<file path="src/rtl/bsa_pkg.sv">
// shared types, constants and helpers for the bounded stack alu
`timescale 1ns / 1ps

package bsa_pkg;

  localparam int STACK_DEPTH = 6;
  localparam int WORD_W      = 32;
  localparam int CNT_W       = $clog2(STACK_DEPTH + 1);
  localparam int IDX_W       = $clog2(STACK_DEPTH);
  localparam int ITER_W      = $clog2(WORD_W);
  localparam int MODE_W      = 3;
  localparam int STATUS_W    = 3;
  localparam int DEPTH_W     = 3;

  typedef logic [WORD_W-1:0]   word_t;
  typedef logic [CNT_W-1:0]    cnt_t;
  typedef logic [IDX_W-1:0]    idx_t;
  typedef logic [MODE_W-1:0]   mode_t;
  typedef logic [STATUS_W-1:0] status_t;

  localparam mode_t MODE_PUSH = mode_t'(0);
  localparam mode_t MODE_POP  = mode_t'(1);
  localparam mode_t MODE_ADD  = mode_t'(2);
  localparam mode_t MODE_SUB  = mode_t'(3);
  localparam mode_t MODE_MUL  = mode_t'(4);
  localparam mode_t MODE_DIV  = mode_t'(5);

  localparam status_t ST_OK        = status_t'(0);
  localparam status_t ST_OVERFLOW  = status_t'(1);
  localparam status_t ST_UNDERFLOW = status_t'(2);
  localparam status_t ST_FEW       = status_t'(3);
  localparam status_t ST_DIVZERO   = status_t'(4);

  typedef enum logic [1:0] {
    ALU_ADD,
    ALU_SUB,
    ALU_MUL,
    ALU_DIV
  } alu_op_t;

  typedef enum logic [2:0] {
    A_IDLE,
    A_NEG_L,
    A_NEG_R,
    A_LOOP,
    A_FIX,
    A_DONE
  } alu_state_t;

  typedef enum logic [2:0] {
    S_IDLE,
    S_DECODE,
    S_RD_TOP,
    S_RD_SEC,
    S_ALU,
    S_FIN
  } ctl_state_t;

  typedef struct packed {
    logic    start;
    alu_op_t op;
    word_t   lhs;
    word_t   rhs;
  } alu_cmd_t;

  typedef struct packed {
    logic  done;
    word_t value;
  } alu_rsp_t;

  function automatic alu_op_t mode_to_op(input mode_t mode);
    alu_op_t op;
    case (mode)
      MODE_ADD: op = ALU_ADD;
      MODE_SUB: op = ALU_SUB;
      MODE_MUL: op = ALU_MUL;
      MODE_DIV: op = ALU_DIV;
      default:  op = ALU_ADD;
    endcase
    return op;
  endfunction

endpackage

</file>
<file path="src/rtl/bsa_stack_mem.sv">
// operand stack storage: one write port, one registered read port
`timescale 1ns / 1ps

module bsa_stack_mem
  import bsa_pkg::*;
(
  input  logic  clk,
  input  logic  wr_en,
  input  idx_t  wr_addr,
  input  word_t wr_data,
  input  idx_t  rd_addr,
  output word_t rd_data
);

  word_t mem [STACK_DEPTH];
  word_t rd_data_r;

  always_ff @(posedge clk) begin
    if (wr_en) begin
      mem[wr_addr] <= wr_data;
    end
    rd_data_r <= mem[rd_addr];
  end

  assign rd_data = rd_data_r;

endmodule

</file>
<file path="src/rtl/bsa_iter_alu.sv">
// iterative alu: one shared adder does add, sub, shift-add multiply and restoring divide
`timescale 1ns / 1ps

module bsa_iter_alu
  import bsa_pkg::*;
(
  input  logic     clk,
  input  logic     rst_n,
  input  alu_cmd_t cmd,
  output alu_rsp_t rsp
);

  alu_state_t        state_r, state_nxt;
  alu_op_t           op_r, op_nxt;
  word_t             a_r, a_nxt;
  word_t             b_r, b_nxt;
  word_t             acc_r, acc_nxt;
  logic [ITER_W-1:0] cnt_r, cnt_nxt;
  logic              negq_r, negq_nxt;

  logic [WORD_W:0] add_x, add_y, add_sum;
  logic            add_sub;
  logic [WORD_W:0] shifted;
  logic            borrow;
  logic            last_iter;

  // shared adder, also used as subtractor and negator
  assign add_sum   = add_x + (add_sub ? ~add_y : add_y) + {{WORD_W{1'b0}}, add_sub};
  assign shifted   = {acc_r, a_r[WORD_W-1]};
  assign borrow    = add_sum[WORD_W];
  assign last_iter = (cnt_r == ITER_W'(WORD_W - 1));

  always_comb begin
    state_nxt = state_r;
    case (state_r)
      A_IDLE: begin
        if (cmd.start) begin
          state_nxt = (cmd.op == ALU_DIV) ? A_NEG_L : A_LOOP;
        end
      end
      A_NEG_L: state_nxt = A_NEG_R;
      A_NEG_R: state_nxt = A_LOOP;
      A_LOOP: begin
        case (op_r)
          ALU_MUL: state_nxt = last_iter ? A_DONE : A_LOOP;
          ALU_DIV: state_nxt = last_iter ? A_FIX : A_LOOP;
          default: state_nxt = A_DONE;
        endcase
      end
      A_FIX:   state_nxt = A_DONE;
      A_DONE:  state_nxt = A_IDLE;
      default: state_nxt = A_IDLE;
    endcase
  end

  always_comb begin
    op_nxt   = op_r;
    a_nxt    = a_r;
    b_nxt    = b_r;
    acc_nxt  = acc_r;
    cnt_nxt  = cnt_r;
    negq_nxt = negq_r;
    add_x    = '0;
    add_y    = '0;
    add_sub  = 1'b0;
    case (state_r)
      A_IDLE: begin
        if (cmd.start) begin
          op_nxt   = cmd.op;
          a_nxt    = cmd.lhs;
          b_nxt    = cmd.rhs;
          acc_nxt  = '0;
          cnt_nxt  = '0;
          negq_nxt = (cmd.op == ALU_DIV) && (cmd.lhs[WORD_W-1] ^ cmd.rhs[WORD_W-1]);
        end
      end
      A_NEG_L: begin
        add_y   = {1'b0, a_r};
        add_sub = 1'b1;
        if (a_r[WORD_W-1]) begin
          a_nxt = add_sum[WORD_W-1:0];
        end
      end
      A_NEG_R: begin
        add_y   = {1'b0, b_r};
        add_sub = 1'b1;
        if (b_r[WORD_W-1]) begin
          b_nxt = add_sum[WORD_W-1:0];
        end
      end
      A_LOOP: begin
        case (op_r)
          ALU_ADD, ALU_SUB: begin
            add_x   = {1'b0, a_r};
            add_y   = {1'b0, b_r};
            add_sub = (op_r == ALU_SUB);
            acc_nxt = add_sum[WORD_W-1:0];
          end
          ALU_MUL: begin
            add_x   = {1'b0, acc_r};
            add_y   = b_r[0] ? {1'b0, a_r} : '0;
            acc_nxt = add_sum[WORD_W-1:0];
            a_nxt   = {a_r[WORD_W-2:0], 1'b0};
            b_nxt   = {1'b0, b_r[WORD_W-1:1]};
            cnt_nxt = cnt_r + ITER_W'(1);
          end
          default: begin
            // restoring step: remainder in acc, quotient shifts into a
            add_x   = shifted;
            add_y   = {1'b0, b_r};
            add_sub = 1'b1;
            acc_nxt = borrow ? shifted[WORD_W-1:0] : add_sum[WORD_W-1:0];
            a_nxt   = {a_r[WORD_W-2:0], ~borrow};
            cnt_nxt = cnt_r + ITER_W'(1);
          end
        endcase
      end
      A_FIX: begin
        add_y   = {1'b0, a_r};
        add_sub = 1'b1;
        acc_nxt = negq_r ? add_sum[WORD_W-1:0] : a_r;
      end
      default: begin
      end
    endcase
  end

  always_ff @(posedge clk) begin
    if (!rst_n) begin
      state_r <= A_IDLE;
    end else begin
      state_r <= state_nxt;
    end
    op_r   <= op_nxt;
    a_r    <= a_nxt;
    b_r    <= b_nxt;
    acc_r  <= acc_nxt;
    cnt_r  <= cnt_nxt;
    negq_r <= negq_nxt;
  end

  assign rsp.done  = (state_r == A_DONE);
  assign rsp.value = acc_r;

endmodule

</file>
<file path="src/rtl/bounded_stack_alu_unit.sv">
// top level: operand stack sequencer with iterative alu and output register
`timescale 1ns / 1ps

// Bounded operand stack with arithmetic on its top two entries.
// Input channel: in_valid/in_stall carry in_mode and in_push_value; an item
// is taken at an edge with in_valid high and in_stall low. in_stall is high
// while an item is being worked on.
// Result channel: out_valid/out_stall carry out_status, out_result_value,
// out_stack_depth and out_is_empty, one result per input item.
// The divide runs 32 restoring steps of the shared adder after two operand
// negations and before a quotient sign fix; the multiply runs 32 shift-add
// steps on the same adder. The stack memory has one read port, so the two
// operands are read one after the other, top first. The next item is
// accepted in the cycle after the result is loaded. A result held by a
// stalling receiver does not block the next item; that item only waits at
// the end for the output register to free up.
// Reset empties the stack and drops any pending result; stack contents
// are not cleared.
module bounded_stack_alu_unit
  import bsa_pkg::*;
(
  input  logic                       clk,
  input  logic                       rst_n,
  input  logic                       in_valid,
  output logic                       in_stall,
  input  logic [MODE_W-1:0]          in_mode,
  input  logic signed [WORD_W-1:0]   in_push_value,
  output logic                       out_valid,
  input  logic                       out_stall,
  output logic [STATUS_W-1:0]        out_status,
  output logic signed [WORD_W-1:0]   out_result_value,
  output logic [DEPTH_W-1:0]         out_stack_depth,
  output logic                       out_is_empty
);

  ctl_state_t state_r, state_nxt;
  cnt_t       count_r, count_nxt;
  mode_t      mode_r;
  word_t      push_r;
  word_t      rhs_r, rhs_nxt;
  status_t    fin_status_r, fin_status_nxt;
  word_t      fin_value_r, fin_value_nxt;

  logic               out_valid_r, out_valid_nxt;
  status_t            out_status_r;
  word_t              out_value_r;
  logic [DEPTH_W-1:0] out_depth_r;
  logic               out_empty_r;

  logic     in_acc;
  logic     out_load;
  logic     is_arith;
  logic     is_full;
  logic     div_zero;
  cnt_t     cnt_m1, cnt_m2;
  logic     wr_en;
  idx_t     wr_addr, rd_addr;
  word_t    wr_data, rd_data;
  alu_cmd_t alu_cmd;
  alu_rsp_t alu_rsp;

  assign in_acc   = in_valid && !in_stall;
  assign out_load = (state_r == S_FIN) && (!out_valid_r || !out_stall);
  assign is_arith = (mode_r >= MODE_ADD) && (mode_r <= MODE_DIV);
  assign is_full  = (count_r >= CNT_W'(STACK_DEPTH));
  assign div_zero = (mode_r == MODE_DIV) && (rhs_r == '0);
  assign cnt_m1   = count_r - CNT_W'(1);
  assign cnt_m2   = count_r - CNT_W'(2);

  bsa_stack_mem u_mem (
    .clk     (clk),
    .wr_en   (wr_en),
    .wr_addr (wr_addr),
    .wr_data (wr_data),
    .rd_addr (rd_addr),
    .rd_data (rd_data)
  );

  bsa_iter_alu u_alu (
    .clk   (clk),
    .rst_n (rst_n),
    .cmd   (alu_cmd),
    .rsp   (alu_rsp)
  );

  always_comb begin
    state_nxt = state_r;
    case (state_r)
      S_IDLE: begin
        if (in_acc) begin
          state_nxt = S_DECODE;
        end
      end
      S_DECODE: begin
        if (mode_r == MODE_POP) begin
          state_nxt = (count_r == '0) ? S_FIN : S_RD_TOP;
        end else if (is_arith) begin
          state_nxt = (count_r < CNT_W'(2)) ? S_FIN : S_RD_TOP;
        end else begin
          state_nxt = S_FIN;
        end
      end
      S_RD_TOP: state_nxt = (mode_r == MODE_POP) ? S_FIN : S_RD_SEC;
      S_RD_SEC: state_nxt = div_zero ? S_FIN : S_ALU;
      S_ALU: begin
        if (alu_rsp.done) begin
          state_nxt = S_FIN;
        end
      end
      S_FIN: begin
        if (out_load) begin
          state_nxt = S_IDLE;
        end
      end
      default: state_nxt = S_IDLE;
    endcase
  end

  always_comb begin
    in_stall       = (state_r != S_IDLE);
    count_nxt      = count_r;
    rhs_nxt        = rhs_r;
    fin_status_nxt = fin_status_r;
    fin_value_nxt  = fin_value_r;
    wr_en          = 1'b0;
    wr_addr        = count_r[IDX_W-1:0];
    wr_data        = push_r;
    rd_addr        = (state_r == S_DECODE) ? cnt_m1[IDX_W-1:0] : cnt_m2[IDX_W-1:0];
    alu_cmd.start  = 1'b0;
    alu_cmd.op     = mode_to_op(mode_r);
    alu_cmd.lhs    = rd_data;
    alu_cmd.rhs    = rhs_r;
    case (state_r)
      S_DECODE: begin
        fin_status_nxt = ST_OK;
        fin_value_nxt  = '0;
        if (mode_r == MODE_PUSH) begin
          if (is_full) begin
            fin_status_nxt = ST_OVERFLOW;
          end else begin
            wr_en     = 1'b1;
            count_nxt = count_r + CNT_W'(1);
          end
        end else if (mode_r == MODE_POP) begin
          if (count_r == '0) begin
            fin_status_nxt = ST_UNDERFLOW;
          end
        end else if (is_arith && (count_r < CNT_W'(2))) begin
          fin_status_nxt = ST_FEW;
        end
      end
      S_RD_TOP: begin
        if (mode_r == MODE_POP) begin
          fin_value_nxt = rd_data;
          count_nxt     = cnt_m1;
        end else begin
          rhs_nxt = rd_data;
        end
      end
      S_RD_SEC: begin
        if (div_zero) begin
          fin_status_nxt = ST_DIVZERO;
        end else begin
          alu_cmd.start = 1'b1;
        end
      end
      S_ALU: begin
        if (alu_rsp.done) begin
          wr_en         = 1'b1;
          wr_addr       = cnt_m2[IDX_W-1:0];
          wr_data       = alu_rsp.value;
          count_nxt     = cnt_m1;
          fin_value_nxt = alu_rsp.value;
        end
      end
      default: begin
      end
    endcase
  end

  assign out_valid_nxt = out_load || (out_valid_r && out_stall);

  always_ff @(posedge clk) begin
    if (!rst_n) begin
      state_r     <= S_IDLE;
      count_r     <= '0;
      out_valid_r <= 1'b0;
    end else begin
      state_r     <= state_nxt;
      count_r     <= count_nxt;
      out_valid_r <= out_valid_nxt;
    end
    if (in_acc) begin
      mode_r <= in_mode;
      push_r <= $unsigned(in_push_value);
    end
    rhs_r        <= rhs_nxt;
    fin_status_r <= fin_status_nxt;
    fin_value_r  <= fin_value_nxt;
    if (out_load) begin
      out_status_r <= fin_status_r;
      out_value_r  <= fin_value_r;
      out_depth_r  <= DEPTH_W'(count_r);
      out_empty_r  <= (count_r == '0);
    end
  end

  assign out_valid        = out_valid_r;
  assign out_status       = out_status_r;
  assign out_result_value = $signed(out_value_r);
  assign out_stack_depth  = out_depth_r;
  assign out_is_empty     = out_empty_r;

  a_count_bound: assert property (@(posedge clk) disable iff (!rst_n)
    count_r <= CNT_W'(STACK_DEPTH))
    else $error("stack count beyond depth");

  a_load_from_fin: assert property (@(posedge clk) disable iff (!rst_n)
    $rose(out_valid_r) |-> $past(state_r) == S_FIN)
    else $error("result shown without finishing an item");

  a_err_zero_value: assert property (@(posedge clk) disable iff (!rst_n)
    (out_valid_r && out_status_r != ST_OK) |-> out_value_r == '0)
    else $error("error result carries a nonzero value");

  a_alu_done_owned: assert property (@(posedge clk) disable iff (!rst_n)
    alu_rsp.done |-> state_r == S_ALU)
    else $error("alu finished outside of an arithmetic item");

  a_count_step: assert property (@(posedge clk) disable iff (!rst_n)
    (state_r == S_IDLE || state_r == S_FIN) |=> $stable(count_r))
    else $error("stack count moved while no item was in work");

endmodule

</file>
<file path="config.mk">
export PLATFORM = sky130hd
export DESIGN_NAME = bounded_stack_alu_unit
export DESIGN_NICKNAME = d
export VERILOG_FILES = /design/src/rtl/bsa_pkg.sv /design/src/rtl/bsa_stack_mem.sv /design/src/rtl/bsa_iter_alu.sv /design/src/rtl/bounded_stack_alu_unit.sv
export SDC_FILE = /design/constraint.sdc
export NUM_CORES = 1
export LEC_CHECK = 0
export BUFFER_PORTS_ARGS = -buffer_cell sky130_fd_sc_hd__buf_2
export CAP_MARGIN = 0
export CORE_MARGIN = 2
export CORE_UTILIZATION = 55
export DETAILED_ROUTE_END_ITERATION = 12
export PLACE_DENSITY = 0.77
export RECOVER_POWER = 25
export REMOVE_ABC_BUFFERS = 1
export SLEW_MARGIN = 40
export SYNTH_ARGS = -nofsm -noshare
export SYNTH_HDL_FRONTEND = slang
export SYNTH_HIERARCHICAL = 1
export SYNTH_SLANG_ARGS = --single-unit
</file>
<file path="constraint.sdc">
create_clock -name clk -period 5.31 [get_ports clk]
set_input_delay 0.7965 -clock clk [delete_from_list [all_inputs] [get_ports clk]]
set_output_delay 0.7965 -clock clk [all_outputs]
set_load 0.05 [all_outputs]
</file>
==> flow_metrics.tcl, run 1 <==
set metrics [dict create \
    slew_headroom_pct -65.26 \
    pwr_density_cell_nw_per_um2 323.8 \
    synth_top_area_share_pct 57.28 \
    first_global_vias 15340 \
    worstSetupEndpointType "flip-flop" \
    cpMostUsedCell "sky130_fd_sc_hd__buf_4" \
    cts.clk_slew.worst_paths_ps 70 \
    netlist_top_cells_area "sky130_fd_sc_hd__edfxtp_1 (57%), sky130_fd_sc_hd__mux2i_1 (9.2%), sky130_fd_sc_hd__dfxtp_1 (3.7%)" \
    worstPathCellList "buf_4 -> nand3b_2 -> buf_4 -> a211oi_1 -> ha_1 -> nand4_1 -> nor3_1 -> nand2_1 -> o211ai_1 -> o31ai_4 -> mux2i_4 -> buf_4 -> and2_1 -> o21ai_0 -> o211ai_1" \
    fin_total_pwr_mw 8.202 \
    core-area_um2 41020 \
    worst_clock_skew_ps 17.29 \
    crit_path_launch_type "flip-flop" \
    grt_start_max_net_pins 97 \
    cell_family_with_the_largest_share_of_critical_path_delay "simple AND/OR/NAND/NOR gates" \
    insertion_delay_ps 580 \
    io-pin-count 80 \
    worst_pin_slew_ps 2479 \
    gr-total-overflow 0 \
    dr_total_vias 15880 \
    yosys.area.top_type "sky130_fd_sc_hd__edfxtp_1" \
    final-setup-viol-count 0 \
    netlist_area_um2 22910 \
    fp.dieArea_um2 43300 \
    drive_gt1_share_pct 12.93 \
    cpPeakStageDelay_ps 590 \
    ir_drop_mv 0.2879 \
    timing.critical_path.arrival_ps 5310 \
    worst_path_cell_with_the_longest_stage_delay "sky130_fd_sc_hd__nand3b_2" \
    cts_repair_resize_count 0 \
    postRouteWirelength_mm 61.72 \
    seq_total_area_yosys_pct 60.95 \
    routed-wl-met2_mm 27.09 \
    dp_worst_setup_slack_ps 500.9 \
    failed_checks "capacitance limit, slew limit" \
    final_critical_path_setup_slack_ps 306.5 \
    cts_hold_repair.buffers 0 \
    worstSetupPathType "reg2reg" \
    post-route-period-util_pct 94.23 \
    cts_buffers 46 \
    post_synth.cell_area_avg_um2 12.99 \
    synthDistinctLibCells 80 \
    clockRootBuffer "sky130_fd_sc_hd__clkbuf_16" \
    floorplan.rows 74 \
    cap_violations 5 \
    cts.repair_timing.setup_buffer_count 0 \
    cts.sinks 479 \
    detailedRoute.firstPassIterationCount 7 \
    edff_count_synth 437 \
    ys.warnings.count 6 \
    routed_wire_length_per_instance_um 25.84 \
    post-dp-hpwl_mm 41.85 \
    wl_met1_mm 25.73 \
    ys_top_cells_by_count "sky130_fd_sc_hd__edfxtp_1 (437), sky130_fd_sc_hd__mux2i_1 (210), sky130_fd_sc_hd__nor2_1 (117)" \
    syn-instance-count 1763 \
    cts-htree-levels 2 \
    worstPathBufferInverterCount 3 \
    slew_viol_final 196 \
    final_nets 1898 \
    place_congestion 1.027 \
    final_core_util_pct 61.76 \
    io_buffers 79 \
    route.antenna.remaining_nets 0 \
    flow.area_growth_from_synthesis_pct 10.58 \
    drt_iter0_markers 2236 \
    grt_pass1_wl_mm 92.42 \
    finalHoldViolations 0 \
    yosys_register_bits 479 \
    layout_min_cycle_time_ps 5003 \
    drc_errors 0 \
    setup_total_negative_slack_ps 0 \
    outcome "finished, violations left" \
    crit_required_ps 5620 \
    synth-main-ff-cell "sky130_fd_sc_hd__edfxtp_1" \
    ys_async_rst_share_pct 0 \
    rsz0062_at_grt "no" \
    post_drt_via_cell_ratio 6.649 \
    met3RoutedLength_mm 6.922 \
    die_x_um 208.1 \
    n_antenna_cell 0 \
    highest_layer "met4" \
    synth_most_common_cell "sky130_fd_sc_hd__edfxtp_1" \
    crit_fanout 25 \
    tritoncts "built" \
    timing.hold.worst.class "in2reg" \
    initial_utilization_pct 55.85 \
    clock_path_buffers 3 \
    power.static_leakage_nw 9.187 \
    grt_use_total_pct 27.98 \
    fp.dieH_um 208.1 \
    antenna_found_initial 0 \
    max_clock_freq_ghz 0.1999 \
]
logic make-up after synthesis:
group	Yosys count	share of synthesized area, %
flops	479	60.95
simple gates	345	7.242
fa+ha+maj	40	2.217
xor+xnor	31	1.218
buf+inv	154	3.053
mux	246	11.01
compound gates	468	14.31
final timing paths:
check | startpoint | endpoint | slack, ps | depth (start not counted)
worst min-delay path | in_push_value[6] | push_r[6] | 390 | 1
worst min register to register | fin_value_r[27] | out_result_value[27] | 420 | 0
worst max-delay path | u_alu/state_r[2] | u_alu/acc_r[26] | 310 | 15
worst max register to register | u_alu/state_r[2] | u_alu/acc_r[26] | 310 | 15
sequential cells by signal (all words and copies together), names as in the netlist:
name / count
u_alu/b_r: 32
out_is_empty: 1
u_alu/a_r: 32
mode_r: 3
u_alu/state_r: 3
u_alu/negq_r: 1
out_valid: 1
u_mem/mem: 192
out_result_value: 32
fin_status_r: 3
fin_value_r: 32
out_stack_depth: 3
u_alu/op_r: 2
push_r: 32
rhs_r: 32
out_status: 3
state_r: 3
u_alu/acc_r: 32
count_r: 3
u_alu/cnt_r: 5
u_mem/rd_data: 32
per-layer routing:
layer | track usage, % | vias to the layer above
met3 | 6.083 | 151
met1 | 40.19 | 7751
li1 | - | 6960
met2 | 42.35 | 1015
met5 | 0 | -
met4 | 9.725 | 0
placed cells by master (no fill, tap or decap), types with 12 or more instances in the layout:
| cell type | count |
|---|---|
| sky130_fd_sc_hd__xor2_1 | 12 |
| sky130_fd_sc_hd__a21o_1 | 16 |
| sky130_fd_sc_hd__nand2_1 | 93 |
| sky130_fd_sc_hd__inv_1 | 30 |
| sky130_fd_sc_hd__a21oi_1 | 95 |
| sky130_fd_sc_hd__edfxtp_1 | 437 |
| sky130_fd_sc_hd__clkbuf_16 | 46 |
| sky130_fd_sc_hd__nor3_1 | 13 |
| sky130_fd_sc_hd__dfxtp_1 | 42 |
| sky130_fd_sc_hd__nand4_1 | 13 |
| sky130_fd_sc_hd__clkbuf_1 | 54 |
| sky130_fd_sc_hd__a22oi_1 | 64 |
| sky130_fd_sc_hd__nand3_1 | 21 |
| sky130_fd_sc_hd__a211oi_1 | 33 |
| sky130_fd_sc_hd__nor2_1 | 109 |
| sky130_fd_sc_hd__nor2b_1 | 14 |
| sky130_fd_sc_hd__nand2b_1 | 12 |
| sky130_fd_sc_hd__mux2_2 | 33 |
| sky130_fd_sc_hd__mux2i_1 | 209 |
| sky130_fd_sc_hd__buf_2 | 39 |
| sky130_fd_sc_hd__a221oi_1 | 13 |
| sky130_fd_sc_hd__ha_1 | 39 |
| sky130_fd_sc_hd__o21ai_0 | 69 |
| sky130_fd_sc_hd__buf_4 | 44 |
| sky130_fd_sc_hd__xnor2_1 | 17 |
| sky130_fd_sc_hd__o22ai_1 | 21 |
| sky130_fd_sc_hd__a22o_1 | 64 |
stage by stage:
step	hold WS, ps	cells	cell area, um^2
6_report	385.7	2388	25330
2_1_floorplan	400.3	1639	22320
4_1_cts	365.2	2388	25460
5_1_grt	364.4	2388	25330
3_5_place_dp	404.5	2303	23970
3_3_place_gp	401.2	2301	23920
final cells by class:
| class | count | area, um^2 |
|---|---|---|
| multi-input cells | 1130 | 8361 |
| repair buffers | 132 | 737.0 |
| fillers | 3138 | 15680 |
| clock buffers | 53 | 1177 |
| clock inverters | 32 | 316.6 |
| well taps | 532 | 665.6 |
| inverters | 30 | 112.6 |
| flip-flops and latches | 479 | 13960 |
power by group:
part,switching [mW],internal (mW),total [mW]
clock network,1.44,1.81,3.25
logic,0.372,0.213,0.586
registers,0.0773,4.29,4.36
Power figures use the tool's default switching activity.
==> inputs of run 2 (changes only) <==
--- a/config.mk
+++ b/config.mk
@@ -10,7 +10,7 @@
 export CORE_MARGIN = 2
 export CORE_UTILIZATION = 55
 export DETAILED_ROUTE_END_ITERATION = 12
-export PLACE_DENSITY = 0.77
+export PLACE_DENSITY = 0.8
 export RECOVER_POWER = 25
 export REMOVE_ABC_BUFFERS = 1
 export SLEW_MARGIN = 40
==> constraint.sdc (replaced) <==
create_clock -name clk -period 4.3 [get_ports clk]
set_input_delay 0.645 -clock clk [delete_from_list [all_inputs] [get_ports clk]]
set_output_delay 0.645 -clock clk [all_outputs]
set_load 0.05 [all_outputs]
==> run 2 against run 1 <==
The run now ends clean. Clock power grew 26%. Die area unchanged. Global-route usage increased by 0.43 points. Worst setup slack got worse by 290 ps. Sequential cell count stayed put. Maximum frequency is 17% higher. Utilization up 3.6 points. Design area rose by 5.8%. Largest cell class unchanged. Combinational power is 27% higher. Routed wire length rose by 2.1%. Hold slack lost 150 ps. Via count is 3.6% higher.
==> flow_metrics.tcl, run 2 (same netlist as run 1, synthesis figures left out) <==
set metrics [dict create \
    cts.clk_slew.worst_paths_ps 60 \
    insertion_delay_ps 580 \
    drc_errors 0 \
    power.static_leakage_nw 10.10 \
    timing.critical_path.arrival_ps 4610 \
    worstHoldPathCells 1 \
    worstSetupEndpointType "flip-flop" \
    worstSetupPathType "reg2reg" \
    worst_r2r_startpoint "u_alu/state_r[2]" \
    hold_path_end "push_r[4]" \
    n_antenna_cell 0 \
    worst_clock_skew_ps 17.79 \
    fp.dieH_um 208.1 \
    detailedRoute.firstPassIterationCount 8 \
    layout_min_cycle_time_ps 4286 \
    clockRootBuffer "sky130_fd_sc_hd__clkbuf_16" \
    core-area_um2 41020 \
    final_nets 2025 \
    cap_violations 0 \
    rr_worst_depth 17 \
    finalHoldViolations 0 \
    pwr_density_cell_nw_per_um2 381.6 \
    grt_use_total_pct 28.41 \
    slew_headroom_pct 40.80 \
    floorplan.rows 74 \
    largest_reg_flops 192 \
    most_common_library_cell_in_the_layout_ignoring_fill_and_taps "sky130_fd_sc_hd__edfxtp_1" \
    routed_wire_length_per_instance_um 25.05 \
    dp_worst_setup_slack_ps -127.7 \
    fp.dieArea_um2 43300 \
    max_clock_freq_ghz 0.2333 \
    timing.hold.worst.class "in2reg" \
    final_critical_path_setup_slack_ps 13.93 \
    layoutNonFillerInstCount 2516 \
    worstPathCellList "or3b_4 -> o21ai_2 -> buf_4 -> a22oi_1 -> mux2i_1 -> fa_1 -> a211oi_2 -> nor3_1 -> o21ai_1 -> o211ai_1 -> buf_4 -> o31ai_4 -> mux2i_4 -> buf_12 -> mux2_4 -> a22oi_2 -> o21ai_1" \
    outcome "completed" \
    cts-htree-levels 2 \
    postRouteWirelength_mm 63.03 \
    final_cell_mix "sky130_fd_sc_hd__edfxtp_1 (437), sky130_fd_sc_hd__mux2i_1 (207), sky130_fd_sc_hd__buf_4 (162), sky130_fd_sc_hd__nor2_1 (108), sky130_fd_sc_hd__nand2_1 (93)" \
    cts_buffers 48 \
    crit_fanout 7 \
    final-setup-viol-count 0 \
    largest-register "u_mem/mem" \
    first_global_vias 16050 \
    slew_viol_final 0 \
    flow.area_growth_from_synthesis_pct 17.04 \
    io_buffers 79 \
    drive_gt1_share_pct 22.93 \
    cts.sinks 479 \
    clock_path_buffers 3 \
    post-dp-hpwl_mm 41.15 \
    r2r_end "u_alu/acc_r[29]" \
    grt_pass1_wl_mm 94.23 \
    post-route-period-util_pct 99.68 \
    drt_iter0_markers 2186 \
    place_congestion 1.012 \
    finalHoldWorstSlack_ps 239.8 \
    worst_path_cell_with_the_longest_stage_delay "sky130_fd_sc_hd__fa_1" \
    antenna_found_initial 0 \
    fin_total_pwr_mw 10.23 \
    gr-total-overflow 0 \
    worst_hold_startpoint "in_push_value[4]" \
    post_drt_via_cell_ratio 6.539 \
    crit_path_launch_type "flip-flop" \
    io-pin-count 80 \
    initial_utilization_pct 55.85 \
    dp_cells 2417 \
    slack_of_the_worst_reg_to_reg_path_ps 10 \
    rsz0062_at_grt "yes" \
    setup_total_negative_slack_ps 0 \
    tritoncts "built" \
    crit_required_ps 4630 \
    die_x_um 208.1 \
    dr_total_vias 16450 \
    grt_start_max_net_pins 91 \
    worst_pin_slew_ps 888.0 \
    fillers 2888 \
    route.antenna.remaining_nets 0 \
    ir_drop_mv 0.3574 \
    cpPeakStageDelay_ps 450 \
]
==> run 2: stage by stage <==
stage	instance area (um^2)	util (%)
2_1_floorplan	22320	-
3_3_place_gp	24870	60.62
3_5_place_dp	24870	60.63
4_1_cts	26460	64.50
5_1_grt	26810	65.37
6_report	26810	65.37
==> run 2: final cells by class <==
| class | count | area [um^2] | share of cell area [%] |
|---|---|---|---|
| clock buffer | 63 | 1297 | 4.839 |
| sequential | 479 | 13970 | 52.10 |
| clock inverter | 25 | 257.7 | 0.9613 |
| inverter | 30 | 112.6 | 0.4200 |
| tap | 532 | 665.6 | 2.483 |
| multi-input combinational | 1130 | 8596 | 32.06 |
| timing repair buffer | 257 | 1916 | 7.144 |
==> run 2: repair_timing <==
action                                  CTS  global route
resized for setup                         9            54
hold buffers                              0             0
pin swaps                                 1            19
cloned                                    0             2
buffers inserted                          0             8
endpoints found under the setup margin   35            61
==> run 2: how the worst max path moves through the flow <==
stage | start | to | cells past startpoint
floorplan | state_r[1] | u_mem/rd_data[22] | 5
global placement | u_alu/state_r[1] | u_alu/acc_r[2] | 16
detailed placement | u_alu/state_r[1] | u_alu/acc_r[2] | 16
CTS | u_alu/op_r[0] | u_alu/acc_r[29] | 17
global route | u_alu/op_r[0] | u_alu/acc_r[29] | 18
finish | u_alu/state_r[2] | u_alu/acc_r[29] | 17
==> run 2: worst max-delay path: cells and delay by family (launching register included) <==
kind | cells | cell delay [ps]
simple gates | 2 | 550
compound gates | 8 | 1350
fa+ha+maj | 1 | 450
mux | 3 | 790
flops | 1 | 400
buf+inv | 3 | 480
==> run 2: routing by layer <==
layer | track usage, % | wire (um) | vias to the layer above
li1 | - | - | 7225
met1 | 39.67 | 25540 | 8079
met2 | 43.38 | 28180 | 1002
met3 | 5.706 | 6663 | 147
met4 | 12.63 | 2647 | 0
met5 | 0 | 0 | -
==> run 2: report_power, final <==
part | switching [mW] | leakage [nW] | internal [mW]
clock network | 1.73 | 0.756 | 2.38
logic | 0.468 | 5.05 | 0.277
registers | 0.0922 | 4.29 | 5.29
total | 2.29 | 10.1 | 7.95
